**src/rtl/core/lpcd_pkg.sv**
```systemverilog
// Shared types and constants for the length-prefixed chunk deframer.
`timescale 1ns / 1ps

package lpcd_pkg;

  // Result kind codes
  localparam logic [2:0] KIND_HDR  = 3'd0;
  localparam logic [2:0] KIND_INT  = 3'd1;
  localparam logic [2:0] KIND_STR  = 3'd2;
  localparam logic [2:0] KIND_ESTR = 3'd3;
  localparam logic [2:0] KIND_EMSG = 3'd4;
  localparam logic [2:0] KIND_ERR  = 3'd5;

  // Parser phases, one-hot
  typedef enum logic [6:0] {
    PH_HLEN   = 7'b0000001,
    PH_HEADER = 7'b0000010,
    PH_COUNT  = 7'b0000100,
    PH_TYPE   = 7'b0001000,
    PH_FIELD  = 7'b0010000,
    PH_STRING = 7'b0100000,
    PH_HALT   = 7'b1000000
  } phase_t;

  // One result transaction
  typedef struct packed {
    logic [2:0]         kind;
    logic signed [31:0] value;
    logic [30:0]        chunk_number;
    logic               chunk_end;
    logic               message_end;
  } result_t;

endpackage

```
**src/rtl/core/lpcd_parser.sv**
```systemverilog
// Byte-at-a-time message parser: phase state, field assembly and counters.
`timescale 1ns / 1ps

module lpcd_parser (
  input  logic                 clk,
  input  logic                 rst_n,
  input  logic                 step_en,
  input  logic [7:0]           byte_in,
  output logic                 res_valid,
  output lpcd_pkg::result_t    res
);

  lpcd_pkg::phase_t phase_r, phase_nxt;
  logic [1:0]  cnt_r, cnt_nxt;
  logic [23:0] field_r, field_nxt;
  logic [30:0] bytes_left_r, bytes_left_nxt;
  logic [30:0] chunks_left_r, chunks_left_nxt;
  logic [30:0] chunk_cnt_r, chunk_cnt_nxt;
  logic        chunk_type_r, chunk_type_nxt;

  logic [31:0] field_full;
  logic        field_done;
  logic [30:0] bytes_dec;
  logic [30:0] chunks_dec;
  logic        last_chunk;

  assign field_full = {byte_in, field_r};
  assign field_done = (cnt_r == 2'd3);
  assign bytes_dec  = bytes_left_r - 31'd1;
  assign chunks_dec = chunks_left_r - 31'd1;
  assign last_chunk = (chunks_left_r == 31'd0);

  // Next-state and result logic for one byte
  always_comb begin
    phase_nxt       = phase_r;
    cnt_nxt         = cnt_r;
    field_nxt       = field_r;
    bytes_left_nxt  = bytes_left_r;
    chunks_left_nxt = chunks_left_r;
    chunk_cnt_nxt   = chunk_cnt_r;
    chunk_type_nxt  = chunk_type_r;
    res_valid       = 1'b0;
    res             = '0;

    // Little-endian field collection, shared by the header-length, count and chunk-field phases
    if (phase_r == lpcd_pkg::PH_HLEN || phase_r == lpcd_pkg::PH_COUNT ||
        phase_r == lpcd_pkg::PH_FIELD) begin
      if (field_done) begin
        cnt_nxt   = 2'd0;
        field_nxt = '0;
      end else begin
        cnt_nxt = cnt_r + 2'd1;
        case (cnt_r)
          2'd0:    field_nxt = {field_r[23:8], byte_in};
          2'd1:    field_nxt = {field_r[23:16], byte_in, field_r[7:0]};
          default: field_nxt = {byte_in, field_r[15:0]};
        endcase
      end
    end

    case (phase_r)
      lpcd_pkg::PH_HLEN: begin
        if (field_done) begin
          if (field_full[31]) begin
            res_valid = 1'b1;
            res.kind  = lpcd_pkg::KIND_ERR;
            res.chunk_number = chunk_cnt_r;
            phase_nxt = lpcd_pkg::PH_HALT;
          end else if (field_full == 32'd0) begin
            phase_nxt = lpcd_pkg::PH_COUNT;
          end else begin
            bytes_left_nxt = field_full[30:0];
            phase_nxt      = lpcd_pkg::PH_HEADER;
          end
        end
      end
      lpcd_pkg::PH_HEADER: begin
        res_valid      = 1'b1;
        res.kind       = lpcd_pkg::KIND_HDR;
        res.value      = {24'd0, byte_in};
        bytes_left_nxt = bytes_dec;
        if (bytes_dec == 31'd0) phase_nxt = lpcd_pkg::PH_COUNT;
      end
      lpcd_pkg::PH_COUNT: begin
        if (field_done) begin
          if (field_full[31]) begin
            res_valid = 1'b1;
            res.kind  = lpcd_pkg::KIND_ERR;
            res.chunk_number = chunk_cnt_r;
            phase_nxt = lpcd_pkg::PH_HALT;
          end else begin
            chunk_cnt_nxt = '0;
            if (field_full == 32'd0) begin
              res_valid       = 1'b1;
              res.kind        = lpcd_pkg::KIND_EMSG;
              res.message_end = 1'b1;
              phase_nxt       = lpcd_pkg::PH_HLEN;
            end else begin
              chunks_left_nxt = field_full[30:0];
              phase_nxt       = lpcd_pkg::PH_TYPE;
            end
          end
        end
      end
      lpcd_pkg::PH_TYPE: begin
        chunks_left_nxt = chunks_dec;
        if (byte_in > 8'd1) begin
          res_valid = 1'b1;
          res.kind  = lpcd_pkg::KIND_ERR;
          res.chunk_number = chunk_cnt_r;
          phase_nxt = lpcd_pkg::PH_HALT;
        end else begin
          chunk_type_nxt = byte_in[0];
          phase_nxt      = lpcd_pkg::PH_FIELD;
        end
      end
      lpcd_pkg::PH_FIELD: begin
        if (field_done) begin
          if (!chunk_type_r || (!field_full[31] && field_full == 32'd0)) begin
            // Integer chunk or empty string: chunk ends here
            res_valid        = 1'b1;
            res.kind         = chunk_type_r ? lpcd_pkg::KIND_ESTR : lpcd_pkg::KIND_INT;
            res.value        = chunk_type_r ? 32'sd0 : field_full;
            res.chunk_number = chunk_cnt_r;
            res.chunk_end    = 1'b1;
            res.message_end  = last_chunk;
            if (last_chunk) begin
              phase_nxt     = lpcd_pkg::PH_HLEN;
              chunk_cnt_nxt = '0;
            end else begin
              phase_nxt     = lpcd_pkg::PH_TYPE;
              chunk_cnt_nxt = chunk_cnt_r + 31'd1;
            end
          end else if (field_full[31]) begin
            res_valid = 1'b1;
            res.kind  = lpcd_pkg::KIND_ERR;
            res.chunk_number = chunk_cnt_r;
            phase_nxt = lpcd_pkg::PH_HALT;
          end else begin
            bytes_left_nxt = field_full[30:0];
            phase_nxt      = lpcd_pkg::PH_STRING;
          end
        end
      end
      lpcd_pkg::PH_STRING: begin
        res_valid        = 1'b1;
        res.kind         = lpcd_pkg::KIND_STR;
        res.value        = {24'd0, byte_in};
        res.chunk_number = chunk_cnt_r;
        bytes_left_nxt   = bytes_dec;
        if (bytes_dec == 31'd0) begin
          res.chunk_end   = 1'b1;
          res.message_end = last_chunk;
          if (last_chunk) begin
            phase_nxt     = lpcd_pkg::PH_HLEN;
            chunk_cnt_nxt = '0;
          end else begin
            phase_nxt     = lpcd_pkg::PH_TYPE;
            chunk_cnt_nxt = chunk_cnt_r + 31'd1;
          end
        end
      end
      default: begin
        // Halted: bytes are dropped until reset
        phase_nxt = lpcd_pkg::PH_HALT;
      end
    endcase
  end

  // Parser state
  always_ff @(posedge clk) begin
    if (!rst_n) begin
      phase_r       <= lpcd_pkg::PH_HLEN;
      cnt_r         <= '0;
      field_r       <= '0;
      bytes_left_r  <= '0;
      chunks_left_r <= '0;
      chunk_cnt_r   <= '0;
      chunk_type_r  <= 1'b0;
    end else if (step_en) begin
      phase_r       <= phase_nxt;
      cnt_r         <= cnt_nxt;
      field_r       <= field_nxt;
      bytes_left_r  <= bytes_left_nxt;
      chunks_left_r <= chunks_left_nxt;
      chunk_cnt_r   <= chunk_cnt_nxt;
      chunk_type_r  <= chunk_type_nxt;
    end
  end

endmodule

```
**src/rtl/core/length_prefixed_chunk_deframer_top.sv**
```systemverilog
// Top level of the length-prefixed chunk deframer: input and result registers.
`timescale 1ns / 1ps

// Takes one stream byte per cycle unless stalled; at most one result per byte.
// A byte passes through an input register, the parser updates its state from
// it, and any result lands in an output register, which drives out_valid.
// Throughput is one byte per cycle while out_ready stays high; the parser
// steps only when the output register is free or being drained. After an
// error result every further byte is accepted and dropped until reset.
module length_prefixed_chunk_deframer_top (
  input  logic               clk,
  input  logic               rst_n,
  input  logic               in_valid,
  output logic               in_ready,
  input  logic [7:0]         in_byte,
  output logic               out_valid,
  input  logic               out_ready,
  output logic [2:0]         out_kind,
  output logic signed [31:0] out_value,
  output logic [30:0]        out_chunk_number,
  output logic               out_chunk_end,
  output logic               out_message_end
);

  logic              in_valid_r;
  logic [7:0]        in_byte_r;
  logic              out_valid_r;
  lpcd_pkg::result_t out_res_r;
  logic              step;
  logic              res_valid;
  lpcd_pkg::result_t res;

  // Parser consumes the held byte when the result slot can take its output
  assign step     = in_valid_r && (!out_valid_r || out_ready);
  assign in_ready = !in_valid_r || step;

  // Input register
  always_ff @(posedge clk) begin
    if (!rst_n) begin
      in_valid_r <= 1'b0;
    end else if (in_ready) begin
      in_valid_r <= in_valid;
    end
  end

  always_ff @(posedge clk) begin
    if (in_valid && in_ready) begin
      in_byte_r <= in_byte;
    end
  end

  lpcd_parser u_parser (
    .clk       (clk),
    .rst_n     (rst_n),
    .step_en   (step),
    .byte_in   (in_byte_r),
    .res_valid (res_valid),
    .res       (res)
  );

  // Result register
  always_ff @(posedge clk) begin
    if (!rst_n) begin
      out_valid_r <= 1'b0;
    end else if (step) begin
      out_valid_r <= res_valid;
    end else if (out_ready) begin
      out_valid_r <= 1'b0;
    end
  end

  always_ff @(posedge clk) begin
    if (step && res_valid) begin
      out_res_r <= res;
    end
  end

  assign out_valid        = out_valid_r;
  assign out_kind         = out_res_r.kind;
  assign out_value        = out_res_r.value;
  assign out_chunk_number = out_res_r.chunk_number;
  assign out_chunk_end    = out_res_r.chunk_end;
  assign out_message_end  = out_res_r.message_end;

endmodule

```
**config.mk**
```make
export PLATFORM = sky130hd
export DESIGN_NAME = length_prefixed_chunk_deframer_top
export DESIGN_NICKNAME = d
export VERILOG_FILES = /design/src/rtl/core/lpcd_pkg.sv /design/src/rtl/core/lpcd_parser.sv /design/src/rtl/core/length_prefixed_chunk_deframer_top.sv
export SDC_FILE = /design/constraint.sdc
export NUM_CORES = 1
export LEC_CHECK = 0
export BUFFER_PORTS_ARGS = -buffer_cell sky130_fd_sc_hd__buf_2
export CAP_MARGIN = 10
export CORE_ASPECT_RATIO = 0.9
export CORE_MARGIN = 2
export CORE_UTILIZATION = 60
export CTS_CLUSTER_SIZE = 10
export DETAILED_ROUTE_END_ITERATION = 12
export GPL_TIMING_DRIVEN = 0
export PLACE_DENSITY_LB_ADDON = 0.3
export SETUP_SLACK_MARGIN = 0.1
export SYNTH_ARGS = -nofsm -noshare
export SYNTH_HDL_FRONTEND = slang
export SYNTH_SLANG_ARGS = --single-unit
```
**constraint.sdc**
```tcl
create_clock -name clk -period 8.6 [get_ports clk]
set_input_delay 0.43 -clock clk [delete_from_list [all_inputs] [get_ports clk]]
set_output_delay 0.43 -clock clk [all_outputs]
set_load 0.005 [all_outputs]
```
==> results.md <==
* 1st-pass router iterations at 5
* Leading cell types by total area after synthesis: dfxtp_1 (25%), edfxtp_1 (22%), nor2_1 (5.0%), a21oi_1 (4.1%), o21ai_0 (3.8%)
* Global-route wire length before repair at between 50000 and 60000 um
* Count of clock tree sinks at 205
* Per-cell routed wire length at roughly 22 um
* Sequential-to-total area share from yosys stat at around 47%
* Buf/Inv on CP at 1
* Dominant cell type by area after synthesis: dfxtp_1
* CTS Buffer Depth at 3
* Number of nets in the final layout at about 1300
* Sw Ratio at a little under a quarter
* Worst slack at placement at about 4200 ps
* Die Span X at ~140 um
* Number of primary I/O pins at between 80 and 90
* Share of the cycle needed by the critical path after routing at 55.27%
* Dominant combinational cell family by area after synthesis: simple AND/OR/NAND/NOR gates
* Maximum number of pins on one net before global-route repair at 18
* Cts repair resizes at 0
* Internal power component at 1602 uW
* Worst path setup slack after routing at around 3800 ps
* Distinct cell type count of the synthesized netlist at 66
* Critical path capture point type: flop
* Class of the worst hold path: in2reg
* Element type at the critical path start: flop
* Data required time at the worst endpoint at around 9000 ps
* Maximum fanout count along the critical path at 10
* Synthesis warning total at 0
* Count of final setup violators at 0
* Multiplexer share of the synthesized area at less than 1%
* Power per Cell Area at ~180 nW/um^2
* Sequential Power Share at approximately half
* NetSw at between 400 and 500 uW
* Final period demand of the worst path at ~4800 ps
* Die ar. at about 18000 um^2
* Biggest cell delay along the critical path at 1120 ps
* XOR/XNOR share of the synthesized area at less than 1%
* Synthesized instance count at between 1000 and 1500
* Post-detailed-route DRC marker count at 0
* Crit Path Category: reg2reg
* VDD IR-drop max at 0.0001698 V
* Data arrival time at the worst-slack endpoint at 5160 ps
* GR Overflow Total at 0
* Number of hold-slack violations in the final timing report at 0
* Insertion delay of the later-clocked pin in the worst-skew pair at 540 ps
* Share of final-layout standard cells stronger than drive strength 1 at around 12%
* Cts hold-fix bufs at 0
* Worst-path cell with the longest stage delay: nor4_1
* CTS tree: built
* Commonest cells after routing, fill and taps aside: nor2_1 (138), dfxtp_1 (129), nand2_1 (92)
* Cell family contributing the most delay on the critical path: simple AND/OR/NAND/NOR gates
* Compound-Gate Fraction of Synth Area at between 20 and 25%
* Number of enable flip-flop cells after synthesis at 76
* Final slew viol count at 0
* Core Footprint at about 17000 um^2
* Adder and majority gate portion of the synthesized area at 0.8466%
* Number of synthesized register bits at 205
* Starting density of the core at approximately three fifths
* DR iter-0 viols at roughly 1400
* Via count normalized by instance count at between 6 and 7
* Count of standard-cell rows at 45
* Achievable frequency at 210.4 MHz
* HPWL Detailed at ~23000 um
* Simple-Gate Fraction of Synth Area at between 20% and 30%
* Synthesized area per cell at approximately 8.7 um^2
* Critical path cell sequence: or4_1 > nor4_1 > nand2_1 > nor4_1 > nor2_1 > nand2_1 > clkbuf_1 > nor2_1 > o21ai_0 > o21ai_1
* Total number of vias at slightly above 10000
* Worst-case hold slack at between 70 and 80 ps
* Max capacitance violation total at 0
* Combinational fraction of design power at approximately 3.5%
* Number of antenna violations at the first check in global routing at 0
* Level count of the clock H-tree at 1
* Leakage power total at roughly 0.0042 uW
* Filler cell count at roughly 1300
* Primary FF master, synth: dfxtp_1
* Area Overhead vs Synth at 14.68%
* Share of the synthesized area in the top cell type at ~25%
* Number of CTS-inserted buffers at 25
* Count of port buffers added during placement at 81
* Worst-case headroom to the max-slew limit at roughly an eighth
* Via count of the first global-routing pass at slightly above 9000
* Async SR Flop Fraction at 0%
* Share of power burned in the clock network at between 40% and 50%
* Chip height at 128.6 um
* Routed Antenna Nets at 0
* Most common library cell in the layout ignoring fill and taps: nor2_1
* Cell area after synthesis at slightly above 10000 um^2
* Weighted congestion at the end of routability-driven global placement at ~0.96
* Total wire length at between 30000 and 40000 um
* GRT Resource Usage Total at between 30% and 40%
* Outcome: finished clean
* Tightest Pin Transition at roughly 1300 ps
* Number of nets in the synthesized netlist at ~1200
* Setup skew after layout at 21.73 ps
* Clock-pin transition on the worst setup and hold timing paths at approximately 60 ps
* Unrepaired setup endpoints after global routing: no
* Post-CTS setup buffer count at 0
* Buffer cell driving the clock tree root: clkbuf_16
## cells by family after synthesis
family,after synthesis
and+or+nand+nor,516
AOI/OAI and AO/OA,332
DFF,205
buffers and inverters,103
xor gates and xnor gates,11
muxes,9
adders and majority gates,7
## worst paths after layout
path                                                 from                                       to  slack, ps  cells past startpoint
hold reg to reg   u_parser.chunks_left_r[19]$_SDFFE_PN0P_  u_parser.chunks_left_r[19]$_SDFFE_PN0P_        480                      2
setup reg to reg  u_parser.chunks_left_r[12]$_SDFFE_PN0P_     u_parser.chunk_cnt_r[2]$_SDFFE_PN0P_       3850                     10
hold / removal                                 in_byte[4]                   in_byte_r[4]$_DFFE_PP_         70                      1
setup / recovery  u_parser.chunks_left_r[12]$_SDFFE_PN0P_     u_parser.chunk_cnt_r[2]$_SDFFE_PN0P_       3850                     10
## state kept, by name, indices dropped and copies added, names as in the netlist
| signal | count |
|---|---|
| out_chunk_number | 31 |
| u_parser.chunk_type_r | 1 |
| in_byte_r | 8 |
| out_chunk_end | 1 |
| u_parser.chunks_left_r | 31 |
| out_valid | 1 |
| u_parser.field_r | 24 |
| out_message_end | 1 |
| u_parser.cnt_r | 2 |
| u_parser.chunk_cnt_r | 31 |
| in_valid_r | 1 |
| out_kind | 3 |
| out_value | 32 |
| u_parser.phase_r | 7 |
| u_parser.bytes_left_r | 31 |
## Yosys cell counts, types with 17 or more instances
cell type,instances
a21oi_1,84
a22o_1,19
a22oi_1,19
a31oi_1,17
and2_1,43
and3_1,22
clkbuf_1,65
dfxtp_1,129
edfxtp_1,76
inv_1,28
nand2_1,92
nand3_1,31
nor2_1,138
nor2b_1,45
nor3_1,52
nor4_1,19
o21ai_0,78
o21ai_1,33
o31ai_2,17
## power by group through the flow
stage          clock network, uW  logic, uW  registers, uW
2_1_floorplan                  0       46.1           1040
4_1_cts                      972       70.1           1030
3_3_place_gp                   0       66.6           1050
6_report                     972       72.9           1030
3_5_place_dp                   0       69.4           1050
5_1_grt                     1010       78.4           1030
## metrics by stage
step | TNS, ps | power [uW] | instances | instance area [um^2] | utilization [%]
finish | 0 | 2077 | 1525 | 11860 | 70.24
global route | 0 | 2120 | 1524 | 11860 | 70.22
CTS | 0 | 2072 | 1524 | 11860 | 70.22
detailed placement | 0 | 1119 | 1480 | 11110 | 65.79
global placement | -123520 | 1117 | 1475 | 11010 | 65.21
floorplan | 0 | 1085 | 1183 | 10340 | -
## metal layers
layer / wire, um / GRT usage, % / vias up
li1: - / - / 4561
met1: 13360 / 51.76 / 4785
met2: 13990 / 52.91 / 759
met3: 4188 / 7.704 / 116
met4: 1608 / 16.07 / 0
met5: 0 / 0 / -
## layout make-up
type	count	area, um^2	area share [%]
clock inverters	3	33.78	0.2847
diodes	1	2.502	0.02109
inverters	29	108.9	0.9175
repair buffers	86	485.5	4.092
multi-input cells	875	5066	42.70
plain buffers	74	322.8	2.721
well taps	211	264.0	2.225
clock buffers	41	715.7	6.032
flip-flops and latches	205	4865	41.00
## worst register-to-register path: stages, from the launching register on
cell	delay (ps)
dfxtp_1	350
or4_1	590
nor4_1	520
nand2_1	270
nor4_1	1120
nor2_1	420
nand2_1	440
clkbuf_1	500
nor2_1	70
o21ai_0	230
o21ai_1	120
(Power assumes the default switching activity.)
